<file path="src/hdl/bfv_pkg.sv">
package bfv_pkg;

    localparam int unsigned BYTE_W = 8;
    localparam int unsigned LEN_W  = 16;
    localparam int unsigned POS_W  = 17;

    // Register indexes on the configuration port.
    localparam logic [1:0] REG_SYNC_FIRST     = 2'd0;
    localparam logic [1:0] REG_SYNC_SECOND    = 2'd1;
    localparam logic [1:0] REG_MSG_CLASS      = 2'd2;
    localparam logic [1:0] REG_EXPECTED_IDENT = 2'd3;

    localparam logic [BYTE_W-1:0] SYNC_FIRST_RST  = 8'd181;
    localparam logic [BYTE_W-1:0] SYNC_SECOND_RST = 8'd98;

    localparam logic [POS_W-1:0] POS_MAX          = {POS_W{1'b1}};
    localparam logic [POS_W-1:0] HEADER_SUM_OFFSET = 17'd4;
    localparam logic [POS_W-1:0] MIN_FRAME_LAST   = 17'd7;

    typedef struct packed {
        logic [BYTE_W-1:0] sync_first;
        logic [BYTE_W-1:0] sync_second;
        logic [BYTE_W-1:0] msg_class;
        logic [BYTE_W-1:0] expected_ident;
    } t_cfg;

    typedef struct packed {
        logic [BYTE_W-1:0] data_byte;
        logic              end_of_buffer;
    } t_item;

    typedef struct packed {
        logic              status;
        logic [BYTE_W-1:0] sum_a;
        logic [BYTE_W-1:0] sum_b;
        logic [LEN_W-1:0]  length;
    } t_result;

endpackage

</file>
<file path="src/hdl/binary_frame_validator_top.sv">
// Frame validator with an 8-bit Fletcher checksum. The block takes a received
// buffer one byte per item, with end_of_buffer set on the last byte, and gives
// exactly one result for each buffer when its last byte has been processed.
// Bytes 0 and 1 must match the two sync registers, bytes 2 and 3 the expected
// class and ident, and bytes 4 and 5 carry a little-endian payload length L.
// The sums are kept over positions 2 through L+5 and compared against the
// final two bytes of the buffer. Buffers shorter than eight bytes, and buffers
// that end before the summed range is complete, report status 1 (invalid).
// The block accepts one byte in every clock cycle while no last byte waits. A
// result goes from the input register through the combinational checksum
// update into the result register, and is shown on the outputs from there.
// A last byte waits in the input register only while an earlier result is
// still untaken, and then the input stalls while the result waits; other
// bytes never wait. Configuration registers are written through a plain
// write port and should only be changed while no buffer is in progress.
module binary_frame_validator_top (
    input  logic        i_clk,
    input  logic        i_rst_n,
    // Configuration write port.
    input  logic        i_cfg_we,
    input  logic [1:0]  i_cfg_idx,
    input  logic [7:0]  i_cfg_data,
    // Byte input channel.
    input  logic        i_in_valid,
    output logic        o_in_ready,
    input  logic [7:0]  i_data_byte,
    input  logic        i_end_of_buffer,
    // Result channel.
    output logic        o_out_valid,
    input  logic        i_out_ready,
    output logic        o_status,
    output logic [7:0]  o_sum_a_out,
    output logic [7:0]  o_sum_b_out,
    output logic [15:0] o_length_out
);
    import bfv_pkg::*;

    t_cfg    r_cfg;
    t_item   r_item;
    logic    r_in_valid;
    t_result r_result;
    logic    r_out_valid;
    t_result core_result;
    logic    out_free;
    logic    advance;

    // Configuration registers, reset to the standard sync pattern with class and ident zero.
    always_ff @(posedge i_clk) begin
        if (!i_rst_n) begin
            r_cfg.sync_first     <= SYNC_FIRST_RST;
            r_cfg.sync_second    <= SYNC_SECOND_RST;
            r_cfg.msg_class      <= '0;
            r_cfg.expected_ident <= '0;
        end else if (i_cfg_we) begin
            unique case (i_cfg_idx)
                REG_SYNC_FIRST:     r_cfg.sync_first     <= i_cfg_data;
                REG_SYNC_SECOND:    r_cfg.sync_second    <= i_cfg_data;
                REG_MSG_CLASS:      r_cfg.msg_class      <= i_cfg_data;
                REG_EXPECTED_IDENT: r_cfg.expected_ident <= i_cfg_data;
                default:            r_cfg                <= r_cfg;
            endcase
        end
    end

    // A byte in the input register moves through the checksum logic unless it
    // is a last byte and the result register still holds an untaken result.
    // Bytes that give no result never wait.
    assign out_free   = !r_out_valid || i_out_ready;
    assign advance    = r_in_valid && (!r_item.end_of_buffer || out_free);
    assign o_in_ready = !r_in_valid || advance;

    always_ff @(posedge i_clk) begin
        if (!i_rst_n) begin
            r_in_valid <= 1'b0;
        end else if (o_in_ready) begin
            r_in_valid <= i_in_valid;
        end
    end

    always_ff @(posedge i_clk) begin
        if (o_in_ready && i_in_valid) begin
            r_item.data_byte     <= i_data_byte;
            r_item.end_of_buffer <= i_end_of_buffer;
        end
    end

    bfv_core u_core (
        .i_clk    (i_clk),
        .i_rst_n  (i_rst_n),
        .i_cfg    (r_cfg),
        .i_item   (r_item),
        .i_advance(advance),
        .o_result (core_result)
    );

    // Result register: loaded when a last byte passes through the core.
    always_ff @(posedge i_clk) begin
        if (!i_rst_n) begin
            r_out_valid <= 1'b0;
        end else if (advance && r_item.end_of_buffer) begin
            r_out_valid <= 1'b1;
        end else if (i_out_ready) begin
            r_out_valid <= 1'b0;
        end
    end

    always_ff @(posedge i_clk) begin
        if (advance && r_item.end_of_buffer) begin
            r_result <= core_result;
        end
    end

    assign o_out_valid  = r_out_valid;
    assign o_status     = r_result.status;
    assign o_sum_a_out  = r_result.sum_a;
    assign o_sum_b_out  = r_result.sum_b;
    assign o_length_out = r_result.length;

endmodule

</file>
<file path="src/hdl/bfv_core.sv">
module bfv_core (
    input  logic             i_clk,
    input  logic             i_rst_n,
    input  bfv_pkg::t_cfg    i_cfg,
    input  bfv_pkg::t_item   i_item,
    input  logic             i_advance,
    output bfv_pkg::t_result o_result
);
    import bfv_pkg::*;

    logic [POS_W-1:0]  r_pos,    n_pos;
    logic [BYTE_W-1:0] r_sum_a,  n_sum_a;
    logic [BYTE_W-1:0] r_sum_b,  n_sum_b;
    logic              r_hdr_ok, n_hdr_ok;
    logic [LEN_W-1:0]  r_len,    n_len;
    logic [BYTE_W-1:0] r_prev,   n_prev;

    logic [BYTE_W-1:0] b;
    logic              hdr_bad;
    logic [POS_W-1:0]  range_end;
    logic              in_range;

    assign b = i_item.data_byte;

    always_comb begin
        hdr_bad = ((r_pos == 17'd0) && (b != i_cfg.sync_first))
               || ((r_pos == 17'd1) && (b != i_cfg.sync_second))
               || ((r_pos == 17'd2) && (b != i_cfg.msg_class))
               || ((r_pos == 17'd3) && (b != i_cfg.expected_ident));
        n_hdr_ok = r_hdr_ok && !hdr_bad;

        n_len = r_len;
        if (r_pos == 17'd4) begin
            n_len = {r_len[LEN_W-1:BYTE_W], b};
        end else if (r_pos == 17'd5) begin
            n_len = {b, r_len[BYTE_W-1:0]};
        end

        // The summed range runs from position two to length plus five.
        range_end = {1'b0, n_len} + HEADER_SUM_OFFSET + 17'd1;
        in_range  = (r_pos >= 17'd2) && (r_pos <= range_end);

        n_sum_a = in_range ? r_sum_a + b : r_sum_a;
        n_sum_b = in_range ? r_sum_b + n_sum_a : r_sum_b;

        n_pos  = (r_pos != POS_MAX) ? r_pos + 17'd1 : r_pos;
        n_prev = b;

        o_result.status = !(n_hdr_ok
                            && (r_pos >= MIN_FRAME_LAST)
                            && (r_pos >= range_end)
                            && (n_sum_a == r_prev)
                            && (n_sum_b == b));
        o_result.sum_a  = n_sum_a;
        o_result.sum_b  = n_sum_b;
        o_result.length = n_len;
    end

    always_ff @(posedge i_clk) begin
        if (!i_rst_n || (i_advance && i_item.end_of_buffer)) begin
            r_pos    <= '0;
            r_sum_a  <= '0;
            r_sum_b  <= '0;
            r_hdr_ok <= 1'b1;
            r_len    <= '0;
            r_prev   <= '0;
        end else if (i_advance) begin
            r_pos    <= n_pos;
            r_sum_a  <= n_sum_a;
            r_sum_b  <= n_sum_b;
            r_hdr_ok <= n_hdr_ok;
            r_len    <= n_len;
            r_prev   <= n_prev;
        end
    end

endmodule

</file>
<file path="config.mk">
export PLATFORM = sky130hd
export DESIGN_NAME = binary_frame_validator_top
export DESIGN_NICKNAME = d
export VERILOG_FILES = /design/src/hdl/bfv_pkg.sv /design/src/hdl/binary_frame_validator_top.sv /design/src/hdl/bfv_core.sv
export SDC_FILE = /design/constraint.sdc
export NUM_CORES = 1
export LEC_CHECK = 0
export BUFFER_PORTS_ARGS = -buffer_cell sky130_fd_sc_hd__buf_2
export CORE_MARGIN = 2
export CORE_UTILIZATION = 35
export CTS_CLUSTER_DIAMETER = 40
export DETAILED_ROUTE_END_ITERATION = 8
export GPL_ROUTABILITY_DRIVEN = 1
export PLACE_DENSITY_LB_ADDON = 0.2
export SETUP_SLACK_MARGIN = 0.5
export SYNTH_ARGS = -nofsm -noshare
export SYNTH_HDL_FRONTEND = slang
export SYNTH_SLANG_ARGS = --single-unit
</file>
<file path="constraint.sdc">
create_clock -name i_clk -period 15.8 [get_ports i_clk]
set_input_delay 0.79 -clock i_clk [delete_from_list [all_inputs] [get_ports i_clk]]
set_output_delay 0.79 -clock i_clk [all_outputs]
set_load 0.1 [all_outputs]
</file>
==> impl_metrics.toml, run 1 <==
[drt]
drtAntennaViolNets = 0
wl_um = 18800
routedWlPerCell_um = 16.7
drt-pass1-iter-count = 5
detail_route.vias_per_cell = 5.04
drt_iter0_drc = 389
vias = 5654
drc = 0

[placement]
portBuffers = 58
routabilityCongestion = 0.852
postPlaceCellArea_um2 = 8070
dpl.hpwl_um = 13200
place_inst = 1090

[finish]
layout_commonest_cell = "dfxtp_1"
areaGrowthSynthToFinish_pct = 14.5
nFillCells = 2095
final_cells = 1122
drive_gt1_share_pct = 15.0
final_cell_mix = "dfxtp_1, nand2_1, nor2_1, xnor2_1, buf_2"
nets = 898
antenna_cells = 0
design_area_um2 = 8670

[timing]
slew_viol_final = 0
tightest_slew_ps = 1000
relSlewSlack_pct = 33.2
clock.fmax_mhz = 126
fin_crit_ps = 7910
setup_viol = 0
final-hold-violation-count = 0
skew_ps = 18.5
fin_tns_setup_ps = 0
post-route-period-util_pct = 50.0
rsz0062_at_grt = "no"

[hold_path]
hp-class = "reg2reg"
hold_start = "u_core.r_hdr_ok$_SDFFE_PP1P_"

[clock_tree]
cts_buffers = 17
cts_setup_buffers = 0
cts-root-buf = "clkbuf_16"
cts_resized = 0
cts_buffer_depth = 2
clock-sinks = 134
path_clk_slew_ps = 60
cts_tree = "built"
hold_buffers = 0
cts.htree.levels = 4
clk_latency_ps = 440

[worst_setup_path]
cp-start-kind = "register"
cp_slowest_stage_delay_ps = 840
worstPathRequired_ps = 15960
critPathKind = "reg2reg"
slowest_stage = "and2_1"
timing.rr.start = "u_core.r_pos[11]$_SDFFE_PP0P_"
cp_max_fo = 23
startpoint = "u_core.r_pos[11]$_SDFFE_PP0P_"
crit_path_end_kind = "register"
path_buf_inv = 1
cpLargestDelayFamily = "simple AND/OR/NAND/NOR gates"
critPathArrivalTime_ps = 8060

[floorplan]
io-pin-count = 59
fp.dieW_um = 151
rows = 53
fp.coreArea_um2 = 21200
die_h_um = 151
start_util_pct = 35.8
die-area_um2 = 22800

[synth]
synthFlopType = "dfxtp_1"
avgSynthCellArea_um2 = 9.58
syn_nets = 854
synth_edf_count = 42
yosysWarnings = 0
synth-async-reset-ratio_pct = 0
syn_area_um2 = 7570
netlist_instances = 790
ys_types = 70
seq_area_frac_synth_pct = 41.0
synth-seq-cells = 134

[power]
p_sw_uw = 240
combPwrFrac_pct = 12.9
powerDensity_nw_per_um2 = 105
p_clk_share_pct = 45.0
ir_drop_mv = 0.0762
share_seq_of_total_power_pct = 42.0
p_leak_uw = 0.00361
intPower_uw = 670
p_sw_share_pct = 26.4

[global_routing]
grt-ovfl-total = 0
antenna_found_initial = 0
use_met2_pct = 26.3
grt_pass1_wl_um = 29900
grt_pass1_vias = 5395
grt_max_degree = 59
grtUsageMet3_pct = 3.28
met1_usage_pct = 24.6
grt_busiest_layer = "met2"
globalRouteTotalUtil_pct = 17.3

[outcome]
status = "finished, final reports clean"

[run]
maxCapViolCount = 0
state kept, by name, summed over array words and instances (netlist names):
| register | cells |
|---|---|
| u_core.r_hdr_ok | 1 |
| u_core.r_sum_b | 8 |
| o_sum_b_out | 8 |
| u_core.r_prev | 8 |
| o_status | 1 |
| o_sum_a_out | 8 |
| o_out_valid | 1 |
| r_in_valid | 1 |
| r_cfg | 32 |
| r_item | 9 |
| u_core.r_sum_a | 8 |
| u_core.r_len | 16 |
| o_length_out | 16 |
| u_core.r_pos | 17 |
routing by layer:
metal / share of wire [%] / up-vias
li1: - / 2879
met1: 50 / 2644
met2: 45 / 113
met3: 4.3 / 18
met4: 1.0 / 0
met5: 0 / -
power by group through the flow:
stage          Sequential (µW)  Combinational, µW  Clock, µW
6_report                   382                118        409
5_1_grt                    384                130        433
3_3_place_gp               390                118          0
2_1_floorplan              401               75.8          0
3_5_place_dp               390                118          0
4_1_cts                    383                119        420
kinds of logic (layout without fill, tap and decap cells):
group	Yosys count	in the layout	share of synthesized area, %
AND/OR/NAND/NOR	273	273	18.5
buffers and inverters	71	128	4.07
multiplexers	57	57	8.12
adder cells (fa/ha/maj)	40	40	6.81
flip-flops	134	134	41.0
AO/OA/AOI/OAI	128	128	11.2
XOR/XNOR	87	87	10.3
worst paths after layout:
| check | slack (ps) | cells after the start | to |
|---|---|---|---|
| setup reg to reg | 7890 | 26 | o_status$_DFFE_PP_ |
| setup / recovery | 7890 | 26 | o_status$_DFFE_PP_ |
| hold reg to reg | 470 | 1 | u_core.r_hdr_ok$_SDFFE_PP1P_ |
| hold / removal | 470 | 1 | u_core.r_hdr_ok$_SDFFE_PP1P_ |
cells in the mapped netlist (21+ instances only):
cell type,count,area [µm²]
mux2i_1,43,430
clkbuf_1,24,90.1
xor2_1,21,184
a21oi_1,36,180
nand2_1,74,278
xnor2_1,65,569
edfxtp_1,42,1260
ha_1,38,475
nor2_1,69,259
dfxtp_1,92,1840
o21ai_0,28,140
nor2b_1,29,181
inv_1,33,124
nand4_1,21,131
a211oi_1,23,173
layout make-up:
| class | count | area [µm²] | share of cell area, % |
|---|---|---|---|
| tap | 275 | 344 | 3.97 |
| inverter | 34 | 128 | 1.47 |
| clock buffer | 23 | 478 | 5.51 |
| clock inverter | 9 | 124 | 1.43 |
| timing repair buffer | 62 | 320 | 3.70 |
| multi-input combinational | 585 | 4170 | 48.1 |
| sequential | 134 | 3100 | 35.8 |
stage by stage:
step	worst slack [ps]	hold slack, ps	util [%]	total power (µW)
6_report	7890	468	41.0	910
5_1_grt	7130	487	41.0	947
4_1_cts	7920	461	41.0	921
3_5_place_dp	7970	439	38.1	508
3_3_place_gp	8200	432	38.1	508
2_1_floorplan	9550	420	-	477
(Power assumes the default switching activity.)
==> run 2: changes to the inputs <==
- ABC_AREA: default -> 1
- clock period: 15.8 -> 8.1 ns (I/O delays scaled with it)
==> run 2 against run 1 <==
Final cell count grew 23%. Power grew 99%. Sequential power grew 98%. First-iteration DRC count shrank 1.5%. Routed wire length grew 14%. Cell area grew 1.0%. Via count grew 20%.
==> impl_metrics.toml, run 2 <==
[outcome]
status = "finished, final reports clean"

[worst_setup_path]
reg2reg_depth = 37
r2r_end = "o_status$_DFFE_PP_"
crit_top_cell = "nand2_1"
timing.rr.start = "u_core.r_pos[0]$_SDFFE_PP0P_"
crit_path_end_kind = "register"
cp-start-kind = "register"
critPathKind = "reg2reg"
critPathArrivalTime_ps = 6750
cp_slowest_stage_delay_ps = 500
slowest_stage = "nand2_2"
cp_max_fo = 24
worstPathRequired_ps = 8270
rrSetupSlack_ps = 1530

[floorplan]
io-pin-count = 59
die-area_um2 = 23200
fp.dieW_um = 152
rows = 54
die_h_um = 152
fp.coreArea_um2 = 21700
start_util_pct = 35.5

[clock_tree]
cts_resized = 0
cts_buffers = 17
hold_buffers = 0
clk_latency_ps = 430
clock-sinks = 134
cts.htree.levels = 4
cts_tree = "built"
cts_setup_buffers = 0
cts_buffer_depth = 2
cts-root-buf = "clkbuf_16"
path_clk_slew_ps = 60

[finish]
final_core_util_pct = 40.4
areaGrowthSynthToFinish_pct = 13.8
final_cells = 1377
final_cell_mix = "nand2_1, inv_1, dfxtp_1, nand3_1, nor2_1"
largest_register_ffs = 32
layout_commonest_cell = "nand2_1"
top_register = "r_cfg"
drive_gt1_share_pct = 12.8
nets = 1148
antenna_cells = 0
largest_registers = "r_cfg x32, u_core.r_pos x17"

[drt]
drt_iter0_drc = 383
vias = 6762
routedWlPerCell_um = 15.5
drc = 0
wl_um = 21300
drt-pass1-iter-count = 5
detail_route.vias_per_cell = 4.91
drtAntennaViolNets = 0

[placement]
routabilityCongestion = 0.861
place_inst = 1345
portBuffers = 58
dpl.hpwl_um = 15200

[synth]
yosysWarnings = 0
synth_edf_count = 42
synth-seq-cells = 134
avgSynthCellArea_um2 = 7.44
yosys-top-cells-area = "dfxtp_1, edfxtp_1, nand2_1, inv_1, ha_1"
syn_area_um2 = 7690
ys_types = 42
synthFlopType = "dfxtp_1"
synth-async-reset-ratio_pct = 0
syn_nets = 1098
yosysTopAreaCell = "dfxtp_1"
synth_common_cells = "nand2_1, inv_1, dfxtp_1"
yosysMostFrequentCell = "nand2_1"
seq_area_frac_synth_pct = 40.3
synth_top_area_share_pct = 23.9
netlist_instances = 1034

[timing]
post-route-period-util_pct = 81.2
slew_viol_final = 0
holdWs_ps = 150
setup_viol = 0
clock.fmax_mhz = 152
fin_tns_setup_ps = 0
relSlewSlack_pct = 40.9
skew_ps = 9.32
tightest_slew_ps = 880
rsz0062_at_grt = "no"
final-hold-violation-count = 0
fin_crit_ps = 6570

[hold_path]
hold_start = "i_end_of_buffer"
holdPathStages = 1
hp-class = "in2reg"
whs_endpoint = "r_item[0]$_DFFE_PP_"

[run]
maxCapViolCount = 0

[power]
ir_drop_mv = 0.154
powerDensity_nw_per_um2 = 206
p_leak_uw = 0.00411
finalPower_uw = 1810

[global_routing]
grt_max_degree = 55
grt-ovfl-total = 0
grt_pass1_wl_um = 34400
grt_pass1_vias = 6477
globalRouteTotalUtil_pct = 18.7
antenna_found_initial = 0
run 2: cell count changes in the layout (fill, tap and decap cells not counted), sizes merged, moves of 15 or more:
cell    delta
a21oi     +30
a211oi    -24
nand2    +156
nor2      +15
xnor2     -51
nor2b     -29
mux2i     -45
nand3     +70
inv      +124
o21ai     +53
run 2: cell type report:
cell class	instances	area [µm²]
fill	2257	12900
multi-input combinational	707	3830
sequential	134	3100
inverter	160	602
clock buffer	22	474
tap	280	350
timing repair buffer	64	335
clock inverter	10	57.6
run 2: routing by layer:
layer | global-route usage, % | vias to the layer above | share of wire [%]
met2 | 28.8 | 160 | 44
met5 | 0 | - | 0
li1 | - | 3456 | -
met4 | 6.01 | 0 | 2.0
met1 | 26.4 | 3118 | 50
met3 | 3.70 | 28 | 4.4
run 2: worst max-delay path, delay by kind of cell, from the launching register on:
| family | cells | cell delay [ps] |
|---|---|---|
| AND/OR/NAND/NOR | 26 | 3690 |
| adder cells (fa/ha/maj) | 4 | 1200 |
| buffers and inverters | 4 | 420 |
| flip-flops | 1 | 360 |
| AO/OA/AOI/OAI | 1 | 360 |
| XOR/XNOR | 2 | 270 |
run 2: how the worst max path moves through the flow:
stage          slack [ps]  depth (start not counted)                          from                  to
6_report             1530                         37  u_core.r_pos[0]$_SDFFE_PP0P_  o_status$_DFFE_PP_
5_1_grt               910                         38  u_core.r_pos[1]$_SDFFE_PP0P_  o_status$_DFFE_PP_
4_1_cts              1560                         37  u_core.r_pos[1]$_SDFFE_PP0P_  o_status$_DFFE_PP_
3_5_place_dp         1590                         37  u_core.r_pos[1]$_SDFFE_PP0P_  o_status$_DFFE_PP_
3_3_place_gp         1680                         37  u_core.r_pos[1]$_SDFFE_PP0P_  o_status$_DFFE_PP_
2_1_floorplan        3020                         38  u_core.r_pos[0]$_SDFFE_PP0P_  o_status$_DFFE_PP_
run 2: metrics by stage:
step / area [µm²] / setup slack [ps]
4_1_cts: 8760 / 1560
6_report: 8760 / 1530
2_1_floorplan: 7690 / 3020
3_5_place_dp: 8230 / 1590
3_3_place_gp: 8230 / 1680
5_1_grt: 8760 / 911
run 2: cells by family after synthesis:
group / share of synthesized area (%)
AOI/OAI and AO/OA: 11.8
xor gates and xnor gates: 4.10
adders and majority gates: 6.70
buffers and inverters: 9.84
DFF: 40.3
and+or+nand+nor: 27.3
run 2: power by group:
part           internal (µW)  total, µW  switching [µW]  leakage [µW]
logic                   99.4        340             241       0.00270
registers                730        756            26.1       0.00115
clock network            411        710             299      0.000261
total                   1240       1810             566       0.00411
